<file path="config.mk">
export PLATFORM = sky130hd
export DESIGN_NAME = oversampled_soft_uart_with_rx_fifo_flat
export DESIGN_NICKNAME = d
export VERILOG_FILES = /design/src/design/osu_pkg.sv /design/src/design/osu_if.sv /design/src/design/oversampled_soft_uart_with_rx_fifo.sv /design/src/flat_wrapper.sv
export SDC_FILE = /design/constraint.sdc
export NUM_CORES = 1
export LEC_CHECK = 0
export BUFFER_PORTS_ARGS = -buffer_cell sky130_fd_sc_hd__buf_2
export CORE_MARGIN = 1.5
export CORE_UTILIZATION = 30
export CTS_BUF_LIST = sky130_fd_sc_hd__clkbuf_2
export CTS_CLUSTER_DIAMETER = 60
export CTS_CLUSTER_SIZE = 10
export DETAILED_ROUTE_END_ITERATION = 7
export GPL_TIMING_DRIVEN = 0
export PLACE_DENSITY_LB_ADDON = 0.12
export SLEW_MARGIN = 20
export SYNTH_ARGS = -nofsm -noshare
export SYNTH_HDL_FRONTEND = slang
export SYNTH_SLANG_ARGS = --single-unit
</file>
<file path="constraint.sdc">
create_clock -name clk_i -period 2.4 [get_ports clk_i]
set_input_delay 0.24 -clock clk_i [delete_from_list [all_inputs] [get_ports clk_i]]
set_output_delay 0.24 -clock clk_i [all_outputs]
set_load 0.05 [all_outputs]
</file>
<file path="src/design/osu_pkg.sv">
package osu_pkg;

  typedef enum logic [1:0] {
    CMD_TICK  = 2'd0,
    CMD_SEND  = 2'd1,
    CMD_READ  = 2'd2,
    CMD_FLUSH = 2'd3
  } cmd_e;

  typedef enum logic [1:0] {
    REG_TICKS_PER_BIT = 2'd0,
    REG_RX_DATA_BITS  = 2'd1,
    REG_TX_DATA_BITS  = 2'd2,
    REG_RX_ENABLE     = 2'd3
  } reg_idx_e;

  localparam logic [7:0] TicksPerBitReset = 8'd3;
  localparam logic [3:0] DataBitsReset    = 4'd8;
  localparam logic [3:0] DataBitsMax      = 4'd8;

  // 0 acts as 1, above 8 acts as 8
  function automatic logic [3:0] clamp_bits(logic [3:0] bits);
    logic [3:0] res;
    res = bits;
    if (bits == 4'd0) begin
      res = 4'd1;
    end else if (bits > DataBitsMax) begin
      res = DataBitsMax;
    end
    return res;
  endfunction

endpackage

</file>
<file path="src/design/osu_if.sv">
interface osu_in_if import osu_pkg::*; ();
  logic       valid;
  logic       ready;
  cmd_e       cmd;
  logic       rx_line;
  logic [7:0] send_byte;

  modport source (output valid, cmd, rx_line, send_byte, input ready);
  modport sink   (input valid, cmd, rx_line, send_byte, output ready);
endinterface

interface osu_out_if;
  logic       valid;
  logic       ready;
  logic       tx_line;
  logic       tx_busy;
  logic       send_taken;
  logic       read_valid;
  logic [7:0] read_data;
  logic       rx_pending;

  modport source (output valid, tx_line, tx_busy, send_taken, read_valid, read_data,
                  rx_pending, input ready);
  modport sink   (input valid, tx_line, tx_busy, send_taken, read_valid, read_data,
                  rx_pending, output ready);
endinterface

</file>
<file path="src/design/oversampled_soft_uart_with_rx_fifo.sv">
// Oversampled soft UART with a receive FIFO. Every input word (a tick carrying the sampled
// receive pin, a send, a read or a FIFO flush) yields exactly one result word. When a word
// is taken, the transmitter and receiver counters and the FIFO indices update at the
// accepting edge and the result lands in an output register, so the block accepts
// one word per clock as long as the result side keeps taking words; while a result waits
// unread the input is held off. The FIFO store is a FIFO_DEPTH x 8 memory whose read port
// feeds the read_data field of the output register directly. Configuration registers sit
// behind an APB-style port (ticks_per_bit at 0x0, rx_data_bits at 0x4, tx_data_bits at
// 0x8, rx_enable at 0xC) and should be written only while the block is idle.
module oversampled_soft_uart_with_rx_fifo import osu_pkg::*; #(
  parameter int unsigned FIFO_DEPTH = 16
) (
  input  logic        clk_i,
  input  logic        rst_ni,
  osu_in_if.sink      in_i,
  osu_out_if.source   out_o,
  input  logic        psel,
  input  logic        penable,
  input  logic        pwrite,
  input  logic [3:0]  paddr,
  input  logic [31:0] pwdata,
  output logic [31:0] prdata,
  output logic        pready
);

  localparam int unsigned IdxW = (FIFO_DEPTH > 1) ? $clog2(FIFO_DEPTH) : 1;
  localparam logic [IdxW-1:0] IdxLast = IdxW'(FIFO_DEPTH - 1);

  // config
  logic [7:0] tpb_q;
  logic [3:0] rx_bits_q, tx_bits_q;
  logic       rx_en_q;
  reg_idx_e   reg_sel;

  assign reg_sel = reg_idx_e'(paddr[3:2]);
  assign pready  = 1'b1;

  always_ff @(posedge clk_i or negedge rst_ni) begin
    if (!rst_ni) begin
      tpb_q     <= TicksPerBitReset;
      rx_bits_q <= DataBitsReset;
      tx_bits_q <= DataBitsReset;
      rx_en_q   <= 1'b1;
    end else if (psel && penable && pwrite) begin
      case (reg_sel)
        REG_TICKS_PER_BIT: tpb_q     <= pwdata[7:0];
        REG_RX_DATA_BITS:  rx_bits_q <= pwdata[3:0];
        REG_TX_DATA_BITS:  tx_bits_q <= pwdata[3:0];
        REG_RX_ENABLE:     rx_en_q   <= pwdata[0];
        default: ;
      endcase
    end
  end

  always_comb begin
    case (reg_sel)
      REG_TICKS_PER_BIT: prdata = {24'd0, tpb_q};
      REG_RX_DATA_BITS:  prdata = {28'd0, rx_bits_q};
      REG_TX_DATA_BITS:  prdata = {28'd0, tx_bits_q};
      REG_RX_ENABLE:     prdata = {31'd0, rx_en_q};
      default:           prdata = '0;
    endcase
  end

  // state
  logic            tx_active_q, tx_active_d;
  logic            tx_start_q, tx_start_d;
  logic            tx_stop_q, tx_stop_d;
  logic [7:0]      tx_cnt_q, tx_cnt_d;
  logic [3:0]      tx_rem_q, tx_rem_d;
  logic [7:0]      tx_hold_q, tx_hold_d;
  logic            tx_level_q, tx_level_d;
  logic            rx_frame_q, rx_frame_d;
  logic            rx_stopw_q, rx_stopw_d;
  logic [8:0]      rx_cnt_q, rx_cnt_d;
  logic [3:0]      rx_rem_q, rx_rem_d;
  logic [7:0]      rx_asm_q, rx_asm_d;
  logic [IdxW-1:0] wr_idx_q, wr_idx_d;
  logic [IdxW-1:0] rd_idx_q, rd_idx_d;

  logic       in_acc, taken, rd_hit, mem_we;
  logic [7:0] period;
  logic [3:0] tx_bits, rx_bits, tx_pos_w, rx_pos_w;
  logic       out_valid_q;

  assign in_acc     = in_i.valid && in_i.ready;
  assign in_i.ready = !out_valid_q || out_o.ready;
  assign period     = (tpb_q == 8'd0) ? 8'd1 : tpb_q;
  assign tx_bits    = clamp_bits(tx_bits_q);
  assign rx_bits    = clamp_bits(rx_bits_q);
  assign tx_pos_w   = tx_bits - tx_rem_q;
  assign rx_pos_w   = rx_bits - rx_rem_q;

  always_comb begin
    tx_active_d = tx_active_q;
    tx_start_d  = tx_start_q;
    tx_stop_d   = tx_stop_q;
    tx_cnt_d    = tx_cnt_q;
    tx_rem_d    = tx_rem_q;
    tx_hold_d   = tx_hold_q;
    tx_level_d  = tx_level_q;
    rx_frame_d  = rx_frame_q;
    rx_stopw_d  = rx_stopw_q;
    rx_cnt_d    = rx_cnt_q;
    rx_rem_d    = rx_rem_q;
    rx_asm_d    = rx_asm_q;
    wr_idx_d    = wr_idx_q;
    rd_idx_d    = rd_idx_q;
    taken       = 1'b0;
    rd_hit      = 1'b0;
    mem_we      = 1'b0;

    if (in_acc) begin
      case (in_i.cmd)
        CMD_TICK: begin
          // transmitter
          if (tx_active_q) begin
            if (tx_cnt_q <= 8'd1) begin
              tx_cnt_d = period;
              if (!tx_start_q) begin
                tx_level_d = 1'b0;
                tx_start_d = 1'b1;
              end else if (!tx_stop_q) begin
                tx_level_d = tx_hold_q[tx_pos_w[2:0]];
                if (tx_rem_q <= 4'd1) begin
                  tx_rem_d  = 4'd0;
                  tx_stop_d = 1'b1;
                end else begin
                  tx_rem_d = tx_rem_q - 4'd1;
                end
              end else begin
                tx_level_d  = 1'b1;
                tx_stop_d   = 1'b0;
                tx_start_d  = 1'b0;
                tx_active_d = 1'b0;
              end
            end else begin
              tx_cnt_d = tx_cnt_q - 8'd1;
            end
          end
          // receiver
          if (rx_en_q) begin
            if (rx_stopw_q) begin
              if (rx_cnt_q <= 9'd1) begin
                rx_stopw_d = 1'b0;
                rx_frame_d = 1'b0;
                mem_we     = 1'b1;
                wr_idx_d   = (wr_idx_q == IdxLast) ? '0 : wr_idx_q + 1'b1;
              end else begin
                rx_cnt_d = rx_cnt_q - 9'd1;
              end
            end else if (!rx_frame_q) begin
              if (!in_i.rx_line) begin
                rx_frame_d = 1'b1;
                rx_asm_d   = '0;
                rx_cnt_d   = {1'b0, period} + 9'd1;
                rx_rem_d   = rx_bits;
              end
            end else if (rx_cnt_q <= 9'd1) begin
              rx_cnt_d = {1'b0, period};
              rx_asm_d = rx_asm_q | (8'(in_i.rx_line) << rx_pos_w[2:0]);
              if (rx_rem_q <= 4'd1) begin
                rx_rem_d   = 4'd0;
                rx_stopw_d = 1'b1;
              end else begin
                rx_rem_d = rx_rem_q - 4'd1;
              end
            end else begin
              rx_cnt_d = rx_cnt_q - 9'd1;
            end
          end
        end
        CMD_SEND: begin
          if (!tx_active_q) begin
            tx_cnt_d    = period;
            tx_rem_d    = tx_bits;
            tx_hold_d   = in_i.send_byte;
            tx_active_d = 1'b1;
            tx_start_d  = 1'b0;
            tx_stop_d   = 1'b0;
            taken       = 1'b1;
          end
        end
        CMD_READ: begin
          if (rd_idx_q != wr_idx_q) begin
            rd_hit   = 1'b1;
            rd_idx_d = (rd_idx_q == IdxLast) ? '0 : rd_idx_q + 1'b1;
          end
        end
        CMD_FLUSH: begin
          wr_idx_d = '0;
          rd_idx_d = '0;
        end
        default: ;
      endcase
    end
  end

  always_ff @(posedge clk_i or negedge rst_ni) begin
    if (!rst_ni) begin
      tx_active_q <= 1'b0;
      tx_start_q  <= 1'b0;
      tx_stop_q   <= 1'b0;
      tx_cnt_q    <= '0;
      tx_rem_q    <= '0;
      tx_hold_q   <= '0;
      tx_level_q  <= 1'b1;
      rx_frame_q  <= 1'b0;
      rx_stopw_q  <= 1'b0;
      rx_cnt_q    <= '0;
      rx_rem_q    <= '0;
      rx_asm_q    <= '0;
      wr_idx_q    <= '0;
      rd_idx_q    <= '0;
    end else begin
      tx_active_q <= tx_active_d;
      tx_start_q  <= tx_start_d;
      tx_stop_q   <= tx_stop_d;
      tx_cnt_q    <= tx_cnt_d;
      tx_rem_q    <= tx_rem_d;
      tx_hold_q   <= tx_hold_d;
      tx_level_q  <= tx_level_d;
      rx_frame_q  <= rx_frame_d;
      rx_stopw_q  <= rx_stopw_d;
      rx_cnt_q    <= rx_cnt_d;
      rx_rem_q    <= rx_rem_d;
      rx_asm_q    <= rx_asm_d;
      wr_idx_q    <= wr_idx_d;
      rd_idx_q    <= rd_idx_d;
    end
  end

  // receive store, read data goes straight into the result word
  logic [7:0] mem_q [FIFO_DEPTH];
  logic [7:0] rdata_q;

  always_ff @(posedge clk_i) begin
    if (mem_we) begin
      mem_q[wr_idx_q] <= rx_asm_q;
    end
    if (in_acc) begin
      rdata_q <= rd_hit ? mem_q[rd_idx_q] : 8'd0;
    end
  end

  // result word
  logic tx_line_q, tx_busy_q, taken_q, rvalid_q, pending_q;

  always_ff @(posedge clk_i or negedge rst_ni) begin
    if (!rst_ni) begin
      out_valid_q <= 1'b0;
    end else if (in_acc) begin
      out_valid_q <= 1'b1;
    end else if (out_o.ready) begin
      out_valid_q <= 1'b0;
    end
  end

  always_ff @(posedge clk_i) begin
    if (in_acc) begin
      tx_line_q <= tx_level_d;
      tx_busy_q <= tx_active_d;
      taken_q   <= taken;
      rvalid_q  <= rd_hit;
      pending_q <= (rd_idx_d != wr_idx_d);
    end
  end

  assign out_o.valid      = out_valid_q;
  assign out_o.tx_line    = tx_line_q;
  assign out_o.tx_busy    = tx_busy_q;
  assign out_o.send_taken = taken_q;
  assign out_o.read_valid = rvalid_q;
  assign out_o.read_data  = rdata_q;
  assign out_o.rx_pending = pending_q;

endmodule

</file>
<file path="src/flat_wrapper.sv">
// flat-port wrapper written by rule: the top's interface ports become plain ports
module oversampled_soft_uart_with_rx_fifo_flat import osu_pkg::*;
#(
  parameter int unsigned FIFO_DEPTH = 16
)
  (clk_i, rst_ni, psel, penable, pwrite, paddr, pwdata, prdata, pready, in_i_valid, in_i_cmd, in_i_rx_line, in_i_send_byte, in_i_ready, out_o_valid, out_o_tx_line, out_o_tx_busy, out_o_send_taken, out_o_read_valid, out_o_read_data, out_o_rx_pending, out_o_ready);
  osu_in_if in_i_i ();
  osu_out_if out_o_i ();
  input  logic clk_i;
  input  logic rst_ni;
  input  logic psel;
  input  logic penable;
  input  logic pwrite;
  input  logic [3:0] paddr;
  input  logic [31:0] pwdata;
  output logic [31:0] prdata;
  output logic pready;
  input wire logic [$bits(in_i_i.valid)-1:0] in_i_valid;
  input wire logic [$bits(in_i_i.cmd)-1:0] in_i_cmd;
  input wire logic [$bits(in_i_i.rx_line)-1:0] in_i_rx_line;
  input wire logic [$bits(in_i_i.send_byte)-1:0] in_i_send_byte;
  output wire logic [$bits(in_i_i.ready)-1:0] in_i_ready;
  output wire logic [$bits(out_o_i.valid)-1:0] out_o_valid;
  output wire logic [$bits(out_o_i.tx_line)-1:0] out_o_tx_line;
  output wire logic [$bits(out_o_i.tx_busy)-1:0] out_o_tx_busy;
  output wire logic [$bits(out_o_i.send_taken)-1:0] out_o_send_taken;
  output wire logic [$bits(out_o_i.read_valid)-1:0] out_o_read_valid;
  output wire logic [$bits(out_o_i.read_data)-1:0] out_o_read_data;
  output wire logic [$bits(out_o_i.rx_pending)-1:0] out_o_rx_pending;
  input wire logic [$bits(out_o_i.ready)-1:0] out_o_ready;
  assign in_i_i.valid = in_i_valid;
  assign in_i_i.cmd = in_i_cmd;
  assign in_i_i.rx_line = in_i_rx_line;
  assign in_i_i.send_byte = in_i_send_byte;
  assign in_i_ready = in_i_i.ready;
  assign out_o_valid = out_o_i.valid;
  assign out_o_tx_line = out_o_i.tx_line;
  assign out_o_tx_busy = out_o_i.tx_busy;
  assign out_o_send_taken = out_o_i.send_taken;
  assign out_o_read_valid = out_o_i.read_valid;
  assign out_o_read_data = out_o_i.read_data;
  assign out_o_rx_pending = out_o_i.rx_pending;
  assign out_o_i.ready = out_o_ready;
  oversampled_soft_uart_with_rx_fifo #(.FIFO_DEPTH(FIFO_DEPTH)) u_core (.clk_i(clk_i), .rst_ni(rst_ni), .in_i(in_i_i), .out_o(out_o_i), .psel(psel), .penable(penable), .pwrite(pwrite), .paddr(paddr), .pwdata(pwdata), .prdata(prdata), .pready(pready));
endmodule
</file>
# Yosys cells after proc, flatten, opt, wreduce, memory -nomap -nowiden
# Memories as Yosys holds them, arrays and structs flattened. A register that Yosys moved wholly into a read port is not among the register bits.
# Cells that the tools add are included.
# classes
n_addsub,9
multipliers,0
div,0
order_cmp,7
eq_ne,20
shifts,1
muxes,85
bitwise_logic,3
n_reduce_logical,26
# ops
op,count
$pmux 32 s4,1
$mux 4,22
$mux 8,7
$mux 9,5
$mux 1,42
$pmux 4 s2,3
$pmux 8 s2,1
$reduce_and 6->1,2
$ne 2x2->1 const B,5
$reduce_and 5->1,2
$add 8x1->9 const B,1
$le 9x1->1 const B,1
$sub 9x1->9 const B,1
$add 4x1->4 const B,2
$eq 2x2->1 const B,4
$eq 4x4->1 const B,2
$gt 4x4->1 const B,2
$le 4x1->1 const B,2
$le 8x1->1 const B,1
$logic_not 4->1,2
$logic_not 8->1,1
$ne 2x1->1 const B,4
$ne 4x4->1,2
$or 8x8->8,1
other kinds (19),35
# totals
regBits,78
latch_bits,0
ram_bits,128
romBits,0
in_bits,54
output_inout_bits,48
word_cells,176
n_memories,1
# mem_list
memory,depth,word_bits,rd,rd_clocked_by_memory_dff,write_ports,line,source
u_core.mem_q,16,8,1,1,1,oversampled_soft_uart_with_rx_fifo.sv:234,logic [7:0] mem_q [FIFO_DEPTH];

# Logic depth before layout (Yosys ltp)
# depth
word_depth,12
ltp_mapped,11
depth_no_buf,11

# Least setup slack after synthesis
# Ideal clock, no wire load.
# synth_timing
path_type,register to register
from,reg u_core.out_valid_q (netlist: u_core.out_o.valid)
to,"mem u_core.mem_q[3][0], enable pin"
setup_ps,383
arrival_ps,2549
required_ps,2017
path_slack_ps,-532
path_stages_with_launch,7
n_path_buf,0
period_less_slack_ps,2932
path_cell_list,dfrtp_1 -> nor2b_1 -> nor2_2 -> and3_1 -> and3_1 -> nand2_1 -> nor3_1
# synth_between
elab_chain_len,6
# synth_rtl
element,line,source
start: declaration,oversampled_soft_uart_with_rx_fifo.sv:84,logic out_valid_q;
start signal: assignment,oversampled_soft_uart_with_rx_fifo.sv:251,out_valid_q <= 1'b0;
start signal: assignment,oversampled_soft_uart_with_rx_fifo.sv:253,out_valid_q <= 1'b1;
start signal: assignment,oversampled_soft_uart_with_rx_fifo.sv:255,out_valid_q <= 1'b0;
$logic_not 1->1,oversampled_soft_uart_with_rx_fifo.sv:87,assign in_i.ready = !out_valid_q || out_o.ready;
$logic_or 1x1->1,oversampled_soft_uart_with_rx_fifo.sv:87,
$logic_and 1x1->1,oversampled_soft_uart_with_rx_fifo.sv:86,assign in_acc = in_i.valid && in_i.ready;
net u_core.in_acc,oversampled_soft_uart_with_rx_fifo.sv:81,"logic in_acc, taken, rd_hit, mem_we;"
$mux 1,oversampled_soft_uart_with_rx_fifo.sv:113,if (in_acc) begin
$mux 1,oversampled_soft_uart_with_rx_fifo.sv:238,if (mem_we) begin
$mux 1 (implied by the code),oversampled_soft_uart_with_rx_fifo.sv:239,mem_q[wr_idx_q] <= rx_asm_q;
end: declaration,oversampled_soft_uart_with_rx_fifo.sv:234,
# The timed path passes the listed nets, and every way through them passes these cells.

# Worst setup path in the final report
# layout_timing
from,reg u_core.tx_bits_q[3]
to,"reg u_core.tx_line_q (netlist: u_core.out_o.tx_line), data pin"
# layout_between
elab_chain_len,12
elab_cells_between_ends,13
cone_classes,1 x add/sub; 1 x order compare; 10 x mux; 1 x reduce/logical
# layout_rtl
element,line,source
start: declaration,oversampled_soft_uart_with_rx_fifo.sv:31,"logic [3:0] rx_bits_q, tx_bits_q;"
start signal: assignment,oversampled_soft_uart_with_rx_fifo.sv:42,tx_bits_q <= DataBitsReset;
start signal: assignment,oversampled_soft_uart_with_rx_fifo.sv:48,REG_TX_DATA_BITS: tx_bits_q <= pwdata[3:0];
$gt 4x4->1,osu_pkg.sv:27,end else if (bits > DataBitsMax) begin
$mux 4,osu_pkg.sv:27,
$mux 4 *,osu_pkg.sv:25,if (bits == 4'd0) begin
$sub 3x3->3 *,oversampled_soft_uart_with_rx_fifo.sv:91,assign tx_pos_w = tx_bits - tx_rem_q;
$bmux 1 s3 *,oversampled_soft_uart_with_rx_fifo.sv:124,tx_level_d = tx_hold_q[tx_pos_w[2:0]];
$mux 1 (implied by the code) *,oversampled_soft_uart_with_rx_fifo.sv:124,
$mux 1 *,oversampled_soft_uart_with_rx_fifo.sv:123,end else if (!tx_stop_q) begin
$mux 1 *,oversampled_soft_uart_with_rx_fifo.sv:120,if (!tx_start_q) begin
$mux 1 *,oversampled_soft_uart_with_rx_fifo.sv:118,if (tx_cnt_q <= 8'd1) begin
$mux 1 *,oversampled_soft_uart_with_rx_fifo.sv:117,if (tx_active_q) begin
$mux 1 *,oversampled_soft_uart_with_rx_fifo.sv:114,case (in_i.cmd)
$mux 1 *,oversampled_soft_uart_with_rx_fifo.sv:113,
net u_core.tx_level_d,oversampled_soft_uart_with_rx_fifo.sv:72,"logic tx_level_q, tx_level_d;"
end signal: assignment,oversampled_soft_uart_with_rx_fifo.sv:261,tx_line_q <= tx_level_d;
end: declaration,oversampled_soft_uart_with_rx_fifo.sv:247,"logic tx_line_q, tx_busy_q, taken_q, rvalid_q, pending_q;"
# The timed path passes the listed nets; every way through them passes the cells marked *. The select of a mux whose other input is x is not followed.
# A chain may end at the register's enable or synchronous reset.

==> impl_metrics.csv <==
group,metric,value,unit
synthesis,yosysTopAreaCell,"edfxtp_1",
worst_setup_path,timing.rr.start,"u_core.tx_bits_q[3]",
placed_design,gp_congestion,0.784,
synthesis,synth_most_common_cell,"edfxtp_1",
floorplanning,die_h,186,um
finish,design_area,12200,um^2
power_and_ir_drop,pwr-share-clk,22.8,%
worst_setup_path,cp_top_family,"adder cells",
finish,fin_nets,981,
synthesis,syn_area,10100,um^2
worst_setup_path,cp.buffers_inverters,1,
worst_setup_path,cp-end-kind,"flip-flop",
synthesis,yosysWarnings,0,
route,drcViolationCount,0,
finish,syn_to_final_growth,21.3,%
floorplanning,io-pin-count,102,
worst_setup_path,crit_arrival,3210,ps
clock_network,cts_sinks,214,
synthesis,synth_edf_count,141,
clock_network,htreeDepth,1,
worst_setup_path,required,3030,ps
job,drv_cap,0,
synthesis,synth_cells,748,
status,status,"finished, violations left",
global_route,grt_pass1_vias,6498,
route,drtIter0Drc,394,
sta,finalCriticalPeriod,2580,ps
sta,max_slew.worst_pin.slew,804,ps
global_route,grt.overflow.total,0,
synthesis,synth_area_per_cell,13.5,um^2
synthesis,synth_common_cells,"edfxtp_1 (141), dfrtp_1 (67), nor2_1 (56)",
clock_network,cts_tree,"built",
sta,fin_crit_sh,108,%
status,violations,"setup timing",
clock_network,cts.clk_slew.worst_paths,200,ps
clock_network,root_buffer,"clkbuf_2",
placed_design,placed_area,11100,um^2
clock_network,clk_path_buf_depth,3,
sta,setup_violations,2,
synthesis,seq_area_frac_synth,60.1,%
worst_setup_path,crit_slowest_cell,"dfstp_2",
hold_path,hold_depth,5,
hold_path,hp-start,"out_o_ready",
power_and_ir_drop,power_density,707,nW/um^2
synthesis,ys_seq_elements,214,
placed_design,portBuffers,48,
floorplanning,die_area,34800,um^2
synthesis,async_flop_share,34.1,%
route,wl_per_cell,18.5,um
sta,final.setup_skew,48.9,ps
hold_path,hold_path_class,"primary input to flip-flop",
sta,finalHoldViolCount,0,
global_route,grt_max_degree,51,
sta,slew_headroom,46.4,%
worst_setup_path,crit_fanout,2,
sta,fin_ws,-183,ps
global_route,grt_usage,14.6,%
power_and_ir_drop,combPwrFrac,24.1,%
power_and_ir_drop,switching_share,32.4,%
power_and_ir_drop,ir_worst_vdd,0.416,mV
synthesis,netlist.area_leader.share,41.9,%
clock_network,insertion_delay,860,ps
route,vias,6517,
worst_setup_path,reg2reg_depth,9,
worst_setup_path,start_kind,"flip-flop",
power_and_ir_drop,power.leakage,4.74,nW
sta,tns,-194,ps
route,totalWireLength,25.4,mm
synthesis,ys_dominant_reg_cell,"edfxtp_1",
worst_setup_path,path_cells,"o21bai_4, ha_2, inv_2, fa_2, mux4_2, mux2_4, o21ai_2, nor2_1, a21o_1",
worst_setup_path,r2r_end,"u_core.out_o.tx_line",
floorplanning,core,33400,um^2
power_and_ir_drop,switchingPower,0.00281,W
route,via_per_inst,4.74,
synthesis,ys_types,65,
floorplanning,core.rowCount,67,
placed_design,hpwlAfterDp,16.6,mm
worst_setup_path,slowest_delay,580,ps
hold_path,holdPathEnd,"u_core.wr_idx_q[3]",
floorplanning,start_util,30.3,%
worst_setup_path,path_class,"flip-flop to flip-flop",
global_route,antenna_found_initial,1,
route,drt-pass1-iter-count,5,
power_and_ir_drop,p_int,0.00585,W
finish,fillers,3345,
finish,drive_gt1_share,32.1,%
floorplanning,die_x,186,um
worst_setup_path,rrSetupSlack,-180,ps
sta,drv_slew,0,
global_route,grt_pass1_wl,39.5,mm
sta,rsz0062_at_grt,"true",
sta,fmax,387,MHz
route,detail-route-antenna-nets,0,
clock_network,cts_made_buffers,26,
synthesis,synth.area.top_cells,"edfxtp_1 (42%), dfrtp_1 (17%), mux4_2 (7.8%), mux2_2 (3.1%), ha_1 (2.4%)",
power_and_ir_drop,pwr-share-seq,53.1,%
## timing repair
item | CTS | global route
gates resized for setup | 53 | 28
hold buffers | 29 | 0
setup endpoints to repair | 152 | 149
setup buffers | 20 | 14
gates cloned | 1 | 0
pin swaps | 13 | 7
hold endpoints to repair | 125 | 0
## power groups by stage
stage                     clock network (W)  registers [W]  logic (W)
after CTS                           0.00207        0.00461    0.00195
after detailed placement                  0        0.00466    0.00187
after floorplan                           0        0.00458    0.00144
final                               0.00198        0.00460    0.00208
after global routing                0.00222        0.00466    0.00232
after global placement                    0        0.00466    0.00186
## state kept, by name (all words and copies together) (netlist names), 4 cells and up
| register | cells |
|---|---|
| u_core.tx_bits_q | 4 |
| u_core.out_o.read_data | 8 |
| u_core.rx_bits_q | 4 |
| u_core.wr_idx_q | 4 |
| u_core.rx_rem_q | 4 |
| u_core.rx_cnt_q | 9 |
| u_core.tx_cnt_q | 8 |
| u_core.mem_q | 128 |
| u_core.rx_asm_q | 8 |
| u_core.tx_hold_q | 8 |
| u_core.rd_idx_q | 4 |
| u_core.tpb_q | 8 |
| u_core.tx_rem_q | 4 |
## worst min-delay path, cell delays in order
cell and delay (ps):
buf_2 130, nor2b_4 160, o41ai_1 90, a31oi_1 170, a41o_1 150
## cell families after synthesis
logic type,after synthesis,synth area share (%)
flip-flops,214,60.1
AND/OR/NAND/NOR,194,10.2
AO/OA/AOI/OAI,145,9.20
buffers and inverters,83,4.32
multiplexers,74,12.0
adder cells (fa/ha/maj),21,2.75
XOR/XNOR,15,1.30
other,2,0.0744
## stage by stage
stage | setup WS, ps | power (W) | instances | utilization, % | hold slack (ps)
floorplan | -91.9 | 0.00602 | 771 | - | -55.6
global placement | -768 | 0.00652 | 1267 | 33.1 | 472
detailed placement | -795 | 0.00653 | 1268 | 33.2 | 180
CTS | -198 | 0.00863 | 1362 | 36.1 | 53.8
global route | -292 | 0.00920 | 1375 | 36.7 | 51.2
finish | -183 | 0.00866 | 1375 | 36.7 | 122
## worst max-delay path by stage
stage	cells after the start	startpoint	slack [ps]	endpoint
after floorplan	6	u_core.out_o.valid	-90	u_core.mem_q[11][0]
after global routing	9	u_core.tx_bits_q[3]	-290	u_core.out_o.tx_line
after CTS	9	u_core.tx_bits_q[3]	-200	u_core.out_o.tx_line
after detailed placement	6	u_core.out_o.valid	-800	u_core.mem_q[7][6]
after global placement	6	u_core.out_o.valid	-770	u_core.mem_q[7][6]
final	9	u_core.tx_bits_q[3]	-180	u_core.out_o.tx_line
## per-layer routing
metal | GRT usage, % | vias up | routed length, um
met1 | 20.7 | 3248 | 12100
met5 | 0 | - | 0
met2 | 23.9 | 116 | 11900
li1 | - | 3122 | -
met4 | 2.79 | 0 | 422
met3 | 2.09 | 31 | 907
## placed cells by master (no fill, tap or decap), types with 25 or more instances in the layout
cell type / instances
a21oi_1: 40
buf_2: 49
buf_4: 58
clkbuf_2: 44
conb_1: 25
dfrtp_1: 63
dlygate4sd3_1: 28
edfxtp_1: 141
inv_1: 25
mux2_2: 27
mux4_2: 35
nand2_1: 27
nor2_1: 44
o21ai_0: 27
## final cells by class
cell class	count	area [um^2]	area share, %
sequential	214	6070	49.6
multi-input combinational	475	3990	32.6
timing repair buffer	112	891	7.27
tap	448	561	4.58
buffer	50	340	2.78
clock buffer	42	210	1.72
inverter	27	101	0.828
clock inverter	6	78.8	0.644
antenna	1	2.50	0.0204
Power figures use the tool's default switching activity.
